## config.mk

```make
export PLATFORM = sky130hd
export DESIGN_NAME = interrupt_priority_arbiter_core
export DESIGN_NICKNAME = d
export VERILOG_FILES = /design/src/hdl/iparb_pkg.sv /design/src/hdl/iparb_cmp.sv /design/src/hdl/interrupt_priority_arbiter_core.sv
export SDC_FILE = /design/constraint.sdc
export NUM_CORES = 1
export LEC_CHECK = 0
export BUFFER_PORTS_ARGS = -buffer_cell sky130_fd_sc_hd__buf_2
export CAP_MARGIN = 15
export CORE_MARGIN = 5
export CORE_UTILIZATION = 39
export CTS_BUF_LIST = sky130_fd_sc_hd__clkbuf_2 sky130_fd_sc_hd__clkbuf_4 sky130_fd_sc_hd__clkbuf_8
export CTS_CLUSTER_DIAMETER = 60
export DETAILED_ROUTE_END_ITERATION = 10
export PLACE_DENSITY = 0.51
export SYNTH_ARGS = -nofsm -noshare
export SYNTH_HDL_FRONTEND = slang
export SYNTH_SLANG_ARGS = --single-unit
export TNS_END_PERCENT = 100
```

## constraint.sdc

```tcl
create_clock -name clk_i -period 3.19 [get_ports clk_i]
set_input_delay 0.1595 -clock clk_i [delete_from_list [all_inputs] [get_ports clk_i]]
set_output_delay 0.1595 -clock clk_i [all_outputs]
set_load 0.005 [all_outputs]
```

## src/hdl/iparb_pkg.sv

```systemverilog
// Shared types, field widths, command codes and defaults of the interrupt priority arbiter.
`default_nettype none

package iparb_pkg;

  localparam int CMD_W  = 3;
  localparam int SLOT_W = 4;
  localparam int PRIO_W = 3;
  localparam int MINP_W = 4;

  localparam int NUM_SLOTS_DEF    = 16;
  localparam int MAX_PRIORITY_DEF = 7;

  typedef enum logic [CMD_W-1:0] {
    CMD_REGISTER   = 3'd0,
    CMD_DEREGISTER = 3'd1,
    CMD_RAISE      = 3'd2,
    CMD_CLEAR      = 3'd3,
    CMD_QUERY      = 3'd4
  } cmd_e;

  localparam logic STATUS_APPLIED = 1'b0;
  localparam logic STATUS_IGNORED = 1'b1;

  // Best candidate seen so far during a rescan.
  typedef struct packed {
    logic              vld;
    logic [PRIO_W-1:0] prio;
  } win_t;

  // Verdict of the shared priority comparator.
  typedef struct packed {
    logic take;
    logic at_max;
  } cmp_t;

endpackage

`default_nettype wire

```

## src/hdl/iparb_cmp.sv

```systemverilog
// Shared priority comparator used once per scanned slot.
`default_nettype none

module iparb_cmp #(
  parameter int MAX_PRIORITY = iparb_pkg::MAX_PRIORITY_DEF
) (
  input  logic                          elig_i,
  input  logic [iparb_pkg::PRIO_W-1:0]  cand_prio_i,
  input  iparb_pkg::win_t               best_i,
  output iparb_pkg::cmp_t               res_o
);
  import iparb_pkg::*;

  // A candidate replaces the best one only when strictly higher, so the
  // earliest registered slot keeps a tie.
  assign res_o.take   = elig_i && (!best_i.vld || (best_i.prio < cand_prio_i));
  assign res_o.at_max = (32'(cand_prio_i) == MAX_PRIORITY);

endmodule

`default_nettype wire

```

## src/hdl/interrupt_priority_arbiter_core.sv

```systemverilog
// Top level of the interrupt priority arbiter: command sequencer, slot tables and rescan.
`default_nettype none

// Channel   Direction  Handshake              Word
// -------   ---------  ---------------------  ------------------------------------------
// in        sink       in_valid_i/in_stall_o  command, slot, priority_req, can_interrupt,
//                                             min_priority
// out       source     out_valid_o/out_stall_i winner_valid, winner_slot, winner_priority,
//                                             query_hit, status
//
// Every input word produces exactly one output word. A word is captured, then applied,
// then rescanned (one order entry per cycle through the order memory's single read
// port, then the priority read and the compare), and the result is then handed off.
// A deregister first compacts the order list. A rescan may end early once a pending
// slot of the maximum priority is found. Reset clears all flags, the order count and
// the output register; the priority and order memories need no clearing. The input
// is stalled while a word is in work; a word may be taken while the previous result
// still waits downstream.

module interrupt_priority_arbiter_core #(
  parameter int NUM_SLOTS    = iparb_pkg::NUM_SLOTS_DEF,
  parameter int MAX_PRIORITY = iparb_pkg::MAX_PRIORITY_DEF
) (
  input  logic                          clk_i,
  input  logic                          rst_ni,

  input  logic                          in_valid_i,
  output logic                          in_stall_o,
  input  logic [iparb_pkg::CMD_W-1:0]   command_i,
  input  logic [iparb_pkg::SLOT_W-1:0]  slot_i,
  input  logic [iparb_pkg::PRIO_W-1:0]  priority_req_i,
  input  logic                          can_interrupt_i,
  input  logic [iparb_pkg::MINP_W-1:0]  min_priority_i,

  output logic                          out_valid_o,
  input  logic                          out_stall_i,
  output logic                          winner_valid_o,
  output logic [iparb_pkg::SLOT_W-1:0]  winner_slot_o,
  output logic [iparb_pkg::PRIO_W-1:0]  winner_priority_o,
  output logic                          query_hit_o,
  output logic                          status_o
);
  import iparb_pkg::*;

  localparam int IDX_W = (NUM_SLOTS > 1) ? $clog2(NUM_SLOTS) : 1;
  localparam int CNT_W = $clog2(NUM_SLOTS + 1);

  typedef enum logic [2:0] {
    ST_IDLE,
    ST_APPLY,
    ST_COMPACT,
    ST_SCAN,
    ST_OUT
  } state_e;

  state_e state_q, state_d;

  // Captured command word.
  logic [CMD_W-1:0]  cmd_q, cmd_d;
  logic [SLOT_W-1:0] slot_q, slot_d;
  logic [PRIO_W-1:0] prio_q, prio_d;
  logic              cap_q, cap_d;
  logic [MINP_W-1:0] minp_q, minp_d;
  logic              status_q, status_d;

  // Per-slot flags live in flip-flops so reset clears them at once.
  logic [NUM_SLOTS-1:0] can_q, can_d;
  logic [NUM_SLOTS-1:0] pend_q, pend_d;
  logic [NUM_SLOTS-1:0] reg_q, reg_d;

  logic [CNT_W-1:0] count_q, count_d;
  logic [CNT_W-1:0] idx_q, idx_d;   // read pointer into the order list
  logic [CNT_W-1:0] jdx_q, jdx_d;   // write pointer during compaction

  // Scan pipeline: order read, then priority read, then compare.
  logic             v1_q, v1_d;
  logic             v2_q, v2_d;
  logic             elig_q, elig_d;
  logic [IDX_W-1:0] s2_q, s2_d;
  logic             stop_q, stop_d;

  win_t             best_q, best_d;
  logic [IDX_W-1:0] best_slot_q, best_slot_d;

  // Output register.
  logic              out_valid_q, out_valid_d;
  logic              wv_q, wv_d;
  logic [SLOT_W-1:0] ws_q, ws_d;
  logic [PRIO_W-1:0] wp_q, wp_d;
  logic              hit_q, hit_d;
  logic              st_q, st_d;

  // Memories.
  logic [IDX_W-1:0]  order_mem [NUM_SLOTS];
  logic [PRIO_W-1:0] prio_mem  [NUM_SLOTS];
  logic [IDX_W-1:0]  order_rd_q;
  logic [PRIO_W-1:0] prio_rd_q;

  logic              order_we;
  logic [IDX_W-1:0]  order_waddr;
  logic [IDX_W-1:0]  order_wdata;
  logic              prio_we;

  logic              in_accept;
  logic              in_range;
  logic [IDX_W-1:0]  slot_idx;
  logic              rd_in_range;
  cmp_t              cmp_res;

  assign in_accept   = in_valid_i && !in_stall_o;
  assign in_range    = (32'(slot_q) < NUM_SLOTS);
  assign slot_idx    = IDX_W'(slot_q);
  assign rd_in_range = (32'(order_rd_q) < NUM_SLOTS);

  iparb_cmp #(
    .MAX_PRIORITY (MAX_PRIORITY)
  ) u_cmp (
    .elig_i      (elig_q),
    .cand_prio_i (prio_rd_q),
    .best_i      (best_q),
    .res_o       (cmp_res)
  );

  always_comb begin
    state_d     = state_q;
    cmd_d       = cmd_q;
    slot_d      = slot_q;
    prio_d      = prio_q;
    cap_d       = cap_q;
    minp_d      = minp_q;
    status_d    = status_q;
    can_d       = can_q;
    pend_d      = pend_q;
    reg_d       = reg_q;
    count_d     = count_q;
    idx_d       = idx_q;
    jdx_d       = jdx_q;
    v1_d        = 1'b0;
    v2_d        = 1'b0;
    elig_d      = 1'b0;
    s2_d        = order_rd_q;
    stop_d      = stop_q;
    best_d      = best_q;
    best_slot_d = best_slot_q;
    out_valid_d = out_valid_q && out_stall_i;
    wv_d        = wv_q;
    ws_d        = ws_q;
    wp_d        = wp_q;
    hit_d       = hit_q;
    st_d        = st_q;
    order_we    = 1'b0;
    order_waddr = jdx_q[IDX_W-1:0];
    order_wdata = order_rd_q;
    prio_we     = 1'b0;

    unique case (state_q)
      ST_IDLE: begin
        if (in_accept) begin
          cmd_d   = command_i;
          slot_d  = slot_i;
          prio_d  = priority_req_i;
          cap_d   = can_interrupt_i;
          minp_d  = min_priority_i;
          state_d = ST_APPLY;
        end
      end

      ST_APPLY: begin
        status_d    = STATUS_IGNORED;
        idx_d       = '0;
        jdx_d       = '0;
        stop_d      = 1'b0;
        best_d      = '0;
        best_slot_d = '0;
        state_d     = ST_SCAN;
        if (cmd_e'(cmd_q) == CMD_QUERY) begin
          status_d = STATUS_APPLIED;
        end else if (in_range) begin
          unique case (cmd_e'(cmd_q))
            CMD_REGISTER: begin
              if (!reg_q[slot_idx] && (count_q < CNT_W'(NUM_SLOTS)) &&
                  !(cap_q && (32'(prio_q) > MAX_PRIORITY))) begin
                status_d         = STATUS_APPLIED;
                prio_we          = 1'b1;
                can_d[slot_idx]  = cap_q;
                if (!cap_q) begin
                  pend_d[slot_idx] = 1'b0;
                end
                reg_d[slot_idx]  = 1'b1;
                order_we         = 1'b1;
                order_waddr      = count_q[IDX_W-1:0];
                order_wdata      = slot_idx;
                count_d          = count_q + 1'b1;
              end
            end
            CMD_DEREGISTER: begin
              if (reg_q[slot_idx]) begin
                status_d        = STATUS_APPLIED;
                reg_d[slot_idx] = 1'b0;
                state_d         = ST_COMPACT;
              end
            end
            CMD_RAISE: begin
              if (can_q[slot_idx]) begin
                status_d         = STATUS_APPLIED;
                pend_d[slot_idx] = 1'b1;
              end
            end
            CMD_CLEAR: begin
              if (can_q[slot_idx]) begin
                status_d         = STATUS_APPLIED;
                pend_d[slot_idx] = 1'b0;
              end
            end
            default: begin
              status_d = STATUS_IGNORED;
            end
          endcase
        end
      end

      ST_COMPACT: begin
        // Stream the order list through the read port and write back every
        // entry except the departing slot, one place lower per removal.
        if (idx_q < count_q) begin
          idx_d = idx_q + 1'b1;
          v1_d  = 1'b1;
        end
        if (v1_q && (order_rd_q != slot_idx)) begin
          order_we = 1'b1;
          jdx_d    = jdx_q + 1'b1;
        end
        if ((idx_q >= count_q) && !v1_q) begin
          count_d = jdx_q;
          idx_d   = '0;
          state_d = ST_SCAN;
        end
      end

      ST_SCAN: begin
        if ((idx_q < count_q) && !stop_q) begin
          idx_d = idx_q + 1'b1;
          v1_d  = 1'b1;
        end
        if (v1_q) begin
          v2_d   = 1'b1;
          elig_d = rd_in_range && reg_q[order_rd_q] && pend_q[order_rd_q];
        end
        if (v2_q && !stop_q && cmp_res.take) begin
          best_d.vld  = 1'b1;
          best_d.prio = prio_rd_q;
          best_slot_d = s2_q;
          if (cmp_res.at_max) begin
            stop_d = 1'b1;
          end
        end
        if (stop_q || ((idx_q >= count_q) && !v1_q && !v2_q)) begin
          state_d = ST_OUT;
        end
      end

      ST_OUT: begin
        if (!out_valid_q || !out_stall_i) begin
          out_valid_d = 1'b1;
          wv_d        = best_q.vld;
          ws_d        = best_q.vld ? SLOT_W'(best_slot_q) : '0;
          wp_d        = best_q.vld ? best_q.prio : '0;
          hit_d       = best_q.vld && (MINP_W'(best_q.prio) >= minp_q);
          st_d        = status_q;
          state_d     = ST_IDLE;
        end
      end

      default: begin
        state_d = ST_IDLE;
      end
    endcase
  end

  always_ff @(posedge clk_i or negedge rst_ni) begin
    if (!rst_ni) begin
      state_q     <= ST_IDLE;
      cmd_q       <= '0;
      slot_q      <= '0;
      prio_q      <= '0;
      cap_q       <= 1'b0;
      minp_q      <= '0;
      status_q    <= STATUS_APPLIED;
      can_q       <= '0;
      pend_q      <= '0;
      reg_q       <= '0;
      count_q     <= '0;
      idx_q       <= '0;
      jdx_q       <= '0;
      v1_q        <= 1'b0;
      v2_q        <= 1'b0;
      elig_q      <= 1'b0;
      s2_q        <= '0;
      stop_q      <= 1'b0;
      best_q      <= '0;
      best_slot_q <= '0;
      out_valid_q <= 1'b0;
      wv_q        <= 1'b0;
      ws_q        <= '0;
      wp_q        <= '0;
      hit_q       <= 1'b0;
      st_q        <= STATUS_APPLIED;
    end else begin
      state_q     <= state_d;
      cmd_q       <= cmd_d;
      slot_q      <= slot_d;
      prio_q      <= prio_d;
      cap_q       <= cap_d;
      minp_q      <= minp_d;
      status_q    <= status_d;
      can_q       <= can_d;
      pend_q      <= pend_d;
      reg_q       <= reg_d;
      count_q     <= count_d;
      idx_q       <= idx_d;
      jdx_q       <= jdx_d;
      v1_q        <= v1_d;
      v2_q        <= v2_d;
      elig_q      <= elig_d;
      s2_q        <= s2_d;
      stop_q      <= stop_d;
      best_q      <= best_d;
      best_slot_q <= best_slot_d;
      out_valid_q <= out_valid_d;
      wv_q        <= wv_d;
      ws_q        <= ws_d;
      wp_q        <= wp_d;
      hit_q       <= hit_d;
      st_q        <= st_d;
    end
  end

  // Order list: one write and one registered read per cycle.
  always_ff @(posedge clk_i) begin
    if (order_we) begin
      order_mem[order_waddr] <= order_wdata;
    end
    order_rd_q <= order_mem[idx_q[IDX_W-1:0]];
  end

  // Slot priorities, read at the slot that the order list just delivered.
  always_ff @(posedge clk_i) begin
    if (prio_we) begin
      prio_mem[slot_idx] <= prio_q;
    end
    prio_rd_q <= prio_mem[order_rd_q];
  end

  assign in_stall_o        = (state_q != ST_IDLE);
  assign out_valid_o       = out_valid_q;
  assign winner_valid_o    = wv_q;
  assign winner_slot_o     = ws_q;
  assign winner_priority_o = wp_q;
  assign query_hit_o       = hit_q;
  assign status_o          = st_q;

endmodule

`default_nettype wire
```

* After elaboration in Yosys (flattened, before gate mapping)
Memory sizes are Yosys's and may differ from the RTL's. A register that Yosys moved wholly into a read port is not among the register bits.
Index checks and enable logic that the tools add are counted.
** Operators by class
- Add/subtract/negate cells :: 3
- Multiplexer cells :: 79
- Bitwise operators :: 6
- Reductions and logical operators :: 44
- Equality and inequality tests :: 27
- Order comparisons :: 8
** Operator list (count)
- $mux 16 :: 6
- $pmux 16 s3 :: 1
- $mux 4 :: 11
- $mux 5 :: 8
- $and 16x16->16 :: 2
- $or 16x16->16 :: 2
- $pmux 16 s2 :: 1
- $mux 1 :: 31
- $ne 2x2->1 const B :: 15
- $pmux 5 s2 :: 2
- $bmux 1 s4 :: 4
- $bwmux 16 :: 1
- $not 16->16 :: 1
- $pmux 4 s2 :: 2
- $add 5x1->5 const B :: 3
- $mux 3 :: 5
- $pmux 3 s5 :: 1
- $pmux 5 s3 :: 1
- $logic_and 1x1->1 :: 13
- $eq 3x2->1 const B :: 4
- $lt 4x5->1 const B :: 2
- $reduce_and 5->1 :: 2
- $eq 3x3->1 const B :: 3
- $reduce_bool 3->1 :: 3
- other kinds (23) :: 43
** Word-level totals
- Output and inout bits :: 12
- RAM bits :: 112
- Input bits :: 19
- Memories :: 2
- Logic and storage cells :: 196
- Bits in registers :: 109
** Memory list
- order_mem :: depth 16, bits a word 4, rd ports 1, clocked after memory_dff 1, wr ports 1, line interrupt_priority_arbiter_core.sv:94 : logic [IDX_W-1:0] order_mem [NUM_SLOTS];
- prio_mem :: depth 16, bits a word 3, rd ports 1, clocked after memory_dff 1, wr ports 1, line interrupt_priority_arbiter_core.sv:95 : logic [PRIO_W-1:0] prio_mem [NUM_SLOTS];

* Longest topological paths before layout
Gate-level depths: netlist of the first run.
- Depth after elaboration :: 10
- Depth in mapped cells :: 10
- Mapped depth without buffers :: 8

* Modules after synthesis
Synthesis of the first run repeated with hierarchy kept, for this count alone.
** Second synthesis, totals
- Cells, all modules :: 793
- Area total of the unflattened synthesis :: 10432.5 µm²
** Modules (own cells, without submodules)
- interrupt_priority_arbiter_core :: cells an instance 782, area each 10359.9 µm², times used 1
- iparb_cmp :: cells an instance 11, area each 72.6 µm², times used 1

* Worst setup path before layout of the first run
OpenSTA, ideal clock, no wires.
- Kind :: register to register
- From :: register slot_q[0] (netlist: slot_idx[0])
- To :: memory order_mem[5][0] (netlist bit) (enable)
- Cell stages (with the launch flop) :: 10
- Path slack :: 0.349 ns
- Arrival time :: 2.502 ns
- Period minus slack after synthesis :: 2.841 ns
- Cells stage by stage :: dfrtp_1 buf_6 mux4_2 mux4_2 or2_1 buf_2 buf_2 a21oi_1 a21oi_1 a21oi_1
** On the way
- Word-level cells in the longest chain between the ends :: 10
- Elaborated cells on any way between the ends :: 17
- Those cells by class :: eq/ne: 1; mux: 13; reduce/logical: 3
** RTL lines
- from (decl) :: line interrupt_priority_arbiter_core.sv:60 : logic [SLOT_W-1:0] slot_q, slot_d;
- from (signal assigned) :: line interrupt_priority_arbiter_core.sv:311 : slot_q <= slot_d;
- $bmux 1 s4 :: line interrupt_priority_arbiter_core.sv:181 : if (!reg_q[slot_idx] && (count_q < CNT_W'(NUM_SLOTS)) &&
- $mux 1 (not written as such) :: line interrupt_priority_arbiter_core.sv:181
- $logic_not 1->1 :: line interrupt_priority_arbiter_core.sv:181
- $logic_and 1x1->1 :: line interrupt_priority_arbiter_core.sv:181
- $mux 1 :: line interrupt_priority_arbiter_core.sv:181
- $mux 1 :: line interrupt_priority_arbiter_core.sv:179 : unique case (cmd_e'(cmd_q))
- $mux 1 :: line interrupt_priority_arbiter_core.sv:176 : if (cmd_e'(cmd_q) == CMD_QUERY) begin
- $pmux 1 s2 :: line interrupt_priority_arbiter_core.sv:156 : unique case (state_q)
- $mux 1 :: line interrupt_priority_arbiter_core.sv:340 : if (order_we) begin
- $mux 1 (not written as such) :: line interrupt_priority_arbiter_core.sv:341 : order_mem[order_waddr] <= order_wdata;
- to (decl) :: line interrupt_priority_arbiter_core.sv:94
Several ways; a longest one is shown, not always the timed one. The select of a mux whose other input is x is not followed.

* Final worst setup path of the first run
- From :: register slot_q[0] (netlist: slot_idx[0])
- To :: register can_q[8]
** On the way
- Word-level cells in the longest chain between the ends :: 5
- Elaborated cells on any way between the ends :: 11
- Those cells by class :: order compare: 2; mux: 5; reduce/logical: 4
** RTL lines
- $lt 4x5->1 (not written as such), or another cell as far along :: line interrupt_priority_arbiter_core.sv:185 : can_d[slot_idx] = cap_q;
- $logic_and 1x1->1 (not written as such) or $mux 1 (tied branches) :: line interrupt_priority_arbiter_core.sv:185, interrupt_priority_arbiter_core.sv:181
- $mux 1 (not written as such) or $logic_not 1->1 (tied branches) :: line interrupt_priority_arbiter_core.sv:185, interrupt_priority_arbiter_core.sv:181
- $demux 1 s4 or $logic_and 1x1->1 (tied branches) :: line interrupt_priority_arbiter_core.sv:185, interrupt_priority_arbiter_core.sv:181
- $bwmux 16 or $reduce_and 4->1 (tied branches)
- to (signal assigned) :: line interrupt_priority_arbiter_core.sv:316 : can_q <= can_d;
- to (decl) :: line interrupt_priority_arbiter_core.sv:67 : logic [NUM_SLOTS-1:0] can_q, can_d;
Several ways; a longest one is shown, not always the timed one. The select of a mux whose other input is x is not followed.
A chain may end at the register's enable or synchronous reset.

==> flow_summary.ini, run 1 <==
[power]
clockPowerShare = 0.259
intPower_uw = 6920
power.leakage_uw = 0.00480
seqPwrFrac = 0.420
switchingPower_uw = 3690
peakVddDrop_uv = 449
p_comb_frac = 0.321
netSwitchingFraction = 0.348
p_per_area_nw_per_um2 = 877
finalPower_uw = 10600

[global_routing]
grt_use_met1 = 0.236
met3_usage = 0.0293
antenna_found_initial = 0
grt_pass1_vias = 7010
track_usage = 0.167
grt_use_met2 = 0.266
grt_pass1_wl_um = 40400
grt_start_max_net_pins = 59
gr-max-usage-layer = met2
gr-total-overflow = 0

[routing]
dr.pass1.iters = 5
wl_um = 24900
drc = 0
vias_per_cell = 5.39
vias = 6544
drt_iter0_markers = 429
wire_per_inst_um = 20.5
antenna_left = 0

[cts]
cts.sinks = 228
cts_max_path_buffers = 3
cts_made_buffers = 40
cts.root.buffer_cell = clkbuf_8
clkLatencyLatePin_ns = 0.54
cts_max_level = 2
cts_tree = done
path_clk_slew_ns = 0.06

[synthesis]
avgSynthCellArea_um2 = 13.6
synth-simple-area-share = 0.108
seq_area_frac_synth = 0.603
ys_types = 65
synth.area.mux_share = 0.172
ys.flop_type = edfxtp_1
synth_top_area_frac = 0.325
syn_area_um2 = 10300
synth.top_cells.by_area = edfxtp_1 33%, dfrtp_1 26%, mux4_2 9.6%
synth_compound_area_frac = 0.0659
yosysWarningCount = 0
synthAdderAreaFrac = 0.0157
synth-xor-area-share = 0.00762
ys_async_sr_fraction = 0.478
synth_edf_count = 112
synth_top_family_by_area = multiplexers
yosysTopAreaCell = edfxtp_1
syn_inst = 761
ys_ff_latch = 228
synthesis.nets = 793

[cells_and_area]
post-route-util = 0.464
finalNetCount = 881
fin_cells = 1215
syn_to_final_growth_pct = 16.9
num-fill-cells = 2330
antenna_cells = 0
drive_above_1_share = 0.257

[placement]
place_inst = 1124
gp_routability_congestion = 0.918
place_ws_ns = 0.124
dpl.hpwl_um = 17100
io_buffers = 30

[sta]
final.setup_skew_ns = 0.0236
period_share = 0.956
slew_violations = 0
setup_viol = 0
timing.final.ws_setup_ns = 0.142
timing.fmax_mhz = 328
setup_tns_ns = 0
tightest_slew_ns = 0.831
slew_headroom = 0.444
hold_viol_final = 0
rsz0062_at_grt = false
period_needed_ns = 3.05

[critical_path]
critPathArrivalTime_ns = 3.45
criticalPathCategory = flop to flop
cp-end-kind = flop
start_kind = flop
cp_max_fo = 27
critPathRequiredTime_ns = 3.60

[hold_path]
hp-class = input pin to asynchronous set/reset pin

[die]
initial_core_util = 0.397
die_x_um = 173
die_area_um2 = 29900
chipHeight_um = 173
num_rows = 59
core_um2 = 26100
io_pins = 31

[run]
drv_cap = 0

[run_status]
status = finished, final reports clean
stage by stage:
step | area [um^2] | hold WS (ns)
after floorplan | 10300 | -0.136
after global placement | 11100 | 0.291
after detailed placement | 11100 | 0.304
after CTS | 12100 | 0.270
after global routing | 12100 | 0.328
final | 12100 | 0.257
layout by cell type (no fill, tap or decap), drive strengths merged, types with 3 or more instances in the layout:
cell type | synthesis | routed
nand2 | 69 | 69
xnor2 | 8 | 8
nand3 | 30 | 30
o21a | 4 | 4
dfxtp | 7 | 7
edfxtp | 112 | 112
a311oi | 6 | 6
a21oi | 20 | 20
o21ai | 21 | 21
o22ai | 10 | 10
clkinv | 1 | 5
nor2 | 69 | 69
nor2b | 16 | 16
a21o | 4 | 4
o31ai | 7 | 7
mux4 | 44 | 44
inv | 24 | 25
and2 | 5 | 5
nand4 | 5 | 5
mux2 | 61 | 61
mux2i | 7 | 7
ha | 13 | 13
a31oi | 12 | 12
clkbuf | 28 | 68
dfrtp | 109 | 109
buf | 17 | 73
dlygate4sd3 | 0 | 18
nor3 | 4 | 4
or2 | 3 | 3
nand2b | 10 | 10
or3 | 5 | 5
kinds of logic after synthesis:
group                    Yosys count
buffers and inverters             70
AND/OR/NAND/NOR                  226
AO/OA/AOI/OAI                    103
multiplexers                     112
adder cells (fa/ha/maj)           13
XOR/XNOR                           9
flip-flops                       228
final cells by class:
type | count | area (um^2) | share of cell area
Clock buffer | 68 | 805 | 0.0665
Inverter | 25 | 93.8 | 0.00776
Clock inverter | 5 | 26.3 | 0.00217
Multi-Input combinational cell | 463 | 3830 | 0.317
Timing Repair Buffer | 91 | 681 | 0.0563
Tap cell | 335 | 419 | 0.0347
Sequential cell | 228 | 6230 | 0.515
Yosys cell counts, types with 3 or more instances:
library cell	instances
dfxtp_1	7
nor2_2	10
o21ai_1	12
a21o_1	4
mux4_2	44
and2_1	5
a311oi_1	6
nand4_1	5
or3_1	5
mux2_1	50
o31ai_1	7
nand2_1	69
a31oi_1	12
a21oi_1	19
ha_1	13
xnor2_1	8
nor3_1	4
or2_1	3
nand3_1	21
o21a_1	4
mux2i_1	7
o22ai_1	10
nor2b_1	16
nand3_2	9
nor2_1	59
buf_2	5
edfxtp_1	112
o21ai_0	8
buf_1	8
dfrtp_1	109
nand2b_1	10
mux2_4	9
clkbuf_1	27
inv_1	23
path summary, 6_finish.rpt:
path	cells after the start	from	slack (ns)	to
setup / recovery	6	slot_idx[0]	0.14	can_q[8]
hold / removal	2	rst_ni	0.26	slot_idx[2]
setup reg to reg	6	slot_idx[0]	0.14	can_q[8]
hold reg to reg	2	winner_slot_o[3]	0.47	winner_slot_o[3]
max in group asynchronous	3	rst_ni	2.16	best_slot_q[1]
min in group clk_i	3	priority_req_i[0]	0.38	prio_q[0]
repair_timing:
| action | CTS | global route |
|---|---|---|
| setup endpoints to repair | 0 | 10 |
| hold endpoints to repair | 75 | 0 |
| resized for setup | 0 | 2 |
| buffers inserted | 0 | 0 |
| hold buffers | 18 | 0 |
critical path, cell delays in order (launching register included):
cell	delay (ns)
dfrtp_1	0.52
mux4_2	0.55
mux4_2	0.58
or2_1	0.35
buf_4	0.29
nor2_1	0.27
mux2_1	0.36
per-layer routing:
metal	routed length, um	up-vias	share of wire
met3	1080	49	0.043
met1	11600	3292	0.47
met4	567	0	0.023
li1	-	3013	-
met2	11700	190	0.47
met5	0	-	0
power groups by stage:
| stage | logic [uW] | clock network (uW) | registers, uW |
|---|---|---|---|
| 5_1_grt | 3740 | 2960 | 4540 |
| 3_3_place_gp | 3340 | 0 | 4510 |
| 4_1_cts | 3440 | 2820 | 4470 |
| 6_report | 3410 | 2750 | 4450 |
| 3_5_place_dp | 3400 | 0 | 4520 |
| 2_1_floorplan | 2360 | 0 | 4220 |
Power figures use the tool's default switching activity.
==> run 2, diff against run 1 <==
--- a/config.mk
+++ b/config.mk
@@ -5,6 +5,7 @@
 export SDC_FILE = /design/constraint.sdc
 export NUM_CORES = 1
 export LEC_CHECK = 0
+export ABC_AREA = 1
 export BUFFER_PORTS_ARGS = -buffer_cell sky130_fd_sc_hd__buf_2
 export CAP_MARGIN = 15
 export CORE_MARGIN = 5
==> run 2 against run 1 <==
Against the previous run: clock skew rose by 0.012 ns; largest power group unchanged; wire length rose by 12%; highest routed layer unchanged; largest cell class unchanged; flip-flop and latch count did not move; sequential power fell by 4%; die area rose by 2.9%.
==> flow_summary.ini, run 2 <==
[power]
seqPwrFrac = 0.402
peakVddDrop_uv = 349
power.leakage_uw = 0.00511
intPower_uw = 6380
p_per_area_nw_per_um2 = 867
netSwitchingFraction = 0.396
switchingPower_uw = 4180
clockPowerShare = 0.266
p_comb_frac = 0.332

[critical_path]
criticalPathCategory = flop to flop
cp-end-kind = flop
cp_max_fo = 11
critPathRequiredTime_ns = 3.39
critPathArrivalTime_ns = 2.88
start_kind = flop

[routing]
vias = 8054
drc = 0
wire_per_inst_um = 18.2
wl_um = 27900
dr.pass1.iters = 5
vias_per_cell = 5.24
antenna_left = 0
drt_iter0_markers = 552

[synthesis]
synth_edf_count = 112
yosysWarningCount = 0
ys_types = 46
syn_inst = 1099
ys_async_sr_fraction = 0.478
ys_ff_latch = 228
yosysMostFrequentCell = nand2_1
synthesis.nets = 1131
ys.flop_type = edfxtp_1
synthTopCellsByCount = 236 x nand2_1, 128 x nor2_1, 112 x edfxtp_1
synth_top_area_frac = 0.316
synth.top_cells.by_area = edfxtp_1 32%, dfrtp_1 26%, nand2_1 8.3%
syn_area_um2 = 10700
seq_area_frac_synth = 0.585
yosysTopAreaCell = edfxtp_1
avgSynthCellArea_um2 = 9.70

[global_routing]
gr-total-overflow = 0
track_usage = 0.184
grt_use_met1 = 0.260
grt_use_met2 = 0.289
grt_pass1_vias = 7910
gr-max-usage-layer = met2
grt_pass1_wl_um = 45000
met3_usage = 0.0314
grt_start_max_net_pins = 50
antenna_found_initial = 0

[die]
initial_core_util = 0.395
core_um2 = 27000
chipHeight_um = 175
die_x_um = 175
die_area_um2 = 30700
num_rows = 60
io_pins = 31

[sta]
tightest_slew_ns = 0.723
slew_violations = 0
timing.fmax_mhz = 373
slew_headroom = 0.518
setup_viol = 0
final.setup_skew_ns = 0.0358
period_needed_ns = 2.68
rsz0062_at_grt = false
hold_viol_final = 0
setup_tns_ns = 0
period_share = 0.841

[cells_and_area]
antenna_cells = 0
mostFrequentLayoutCells = 236 x nand2_1, 128 x nor2_1, 112 x edfxtp_1
post-route-util = 0.452
finalNetCount = 1198
syn_to_final_growth_pct = 14.4
final_common_cell = nand2_1
drive_above_1_share = 0.152
num-fill-cells = 2634
fin_area_um2 = 12200

[run]
drv_cap = 0

[placement]
gp_routability_congestion = 0.832
io_buffers = 30
placed_cell_area_um2 = 11200
dpl.hpwl_um = 18400

[cts]
cts.root.buffer_cell = clkbuf_8
cts_max_path_buffers = 3
cts_max_level = 2
clkLatencyLatePin_ns = 0.56
path_clk_slew_ns = 0.06
cts.sinks = 228
cts_resized = 0
cts_made_buffers = 42
cts_tree = done

[run_status]
status = finished, final reports clean

[hold_path]
hp-class = input pin to asynchronous set/reset pin
## run 2: changes by cell type in the layout (fill, tap and decap cells not counted), sizes merged, moves of 16 or more
| cell | change |
|---|---|
| nand3 | +29 |
| nand4 | +51 |
| mux4 | -44 |
| o21ai | +82 |
| inv | +55 |
| nand2 | +172 |
| mux2 | -53 |
| nor2 | +65 |
| buf | -16 |
| a21oi | +25 |
| nor2b | -16 |
## run 2: metrics by stage
| stage | instances | power, uW | worst slack (ns) | hold WS (ns) |
|---|---|---|---|---|
| floorplan | 1099 | 6520 | 0.776 | -0.136 |
| global placement | 1446 | 7820 | 0.605 | 0.236 |
| detailed placement | 1446 | 7810 | 0.545 | 0.231 |
| CTS | 1536 | 10700 | 0.534 | 0.181 |
| global route | 1536 | 11300 | 0.242 | 0.224 |
| finish | 1536 | 10600 | 0.506 | 0.177 |
## run 2: logic make-up (layout without fill, tap and decap cells)
group,Yosys count,in the layout,share of synthesized area
AOI/OAI and AO/OA,189,189,0.103
xor gates and xnor gates,8,8,0.00658
adders and majority gates,13,13,0.0153
buffers and inverters,131,227,0.0544
DFF,228,228,0.585
muxes,15,15,0.0150
and+or+nand+nor,515,515,0.221
## run 2: per-layer routing
layer / up-vias / wire length [um]
met5: - / 0
met4: 0 / 642
met3: 52 / 1340
met2: 202 / 12900
met1: 3856 / 13100
li1: 3944 / -
## run 2: final cells by class
class / count / area [um^2] / area share
inverters: 80 / 300 / 0.0246
repair buffers: 74 / 538 / 0.0441
multi-input cells: 740 / 3850 / 0.316
clock buffers: 67 / 797 / 0.0654
clock inverters: 6 / 48.8 / 0.00400
well taps: 341 / 427 / 0.0350
flip-flops and latches: 228 / 6230 / 0.511
## run 2: path summary, 6_finish.rpt
| check | start | to | slack, ns | cells past startpoint |
|---|---|---|---|---|
| worst max-delay path | slot_idx[1] | order_mem[5][0] | 0.51 | 12 |
| worst min-delay path | rst_ni | can_q[3] | 0.18 | 2 |
| worst max register to register | slot_idx[1] | order_mem[5][0] | 0.51 | 12 |
| worst min register to register | s2_q[3] | best_slot_q[3] | 0.48 | 2 |
| max in group asynchronous | rst_ni | asynchronous set/reset pin | 2.22 | 3 |
| min in group clk_i | in_valid_i | minp_q[3] | 0.22 | 5 |
## run 2: power groups by stage
stage          Sequential (uW)  Combinational, uW  Clock (uW)
6_report                  4250               3510        2810
3_5_place_dp              4300               3510           0
4_1_cts                   4250               3540        2890
2_1_floorplan             4080               2440           0
5_1_grt                   4310               3940        3030
3_3_place_gp              4310               3510           0
## run 2: critical path, cell delays in order (launching register included)
cell,delay [ns]
dfrtp_1,0.56
inv_2,0.15
nand2_1,0.10
nand2_1,0.05
nand2_1,0.05
nand2_1,0.08
nor2_4,0.30
nand3_2,0.24
nand2_1,0.12
nand2_1,0.09
inv_1,0.08
nand2_1,0.10
nor2_1,0.40
## run 2: what timing repair did
item                                   CTS  global route
hold buffers                            17             0
setup buffers                            0             0
endpoints found under the hold margin   60             0
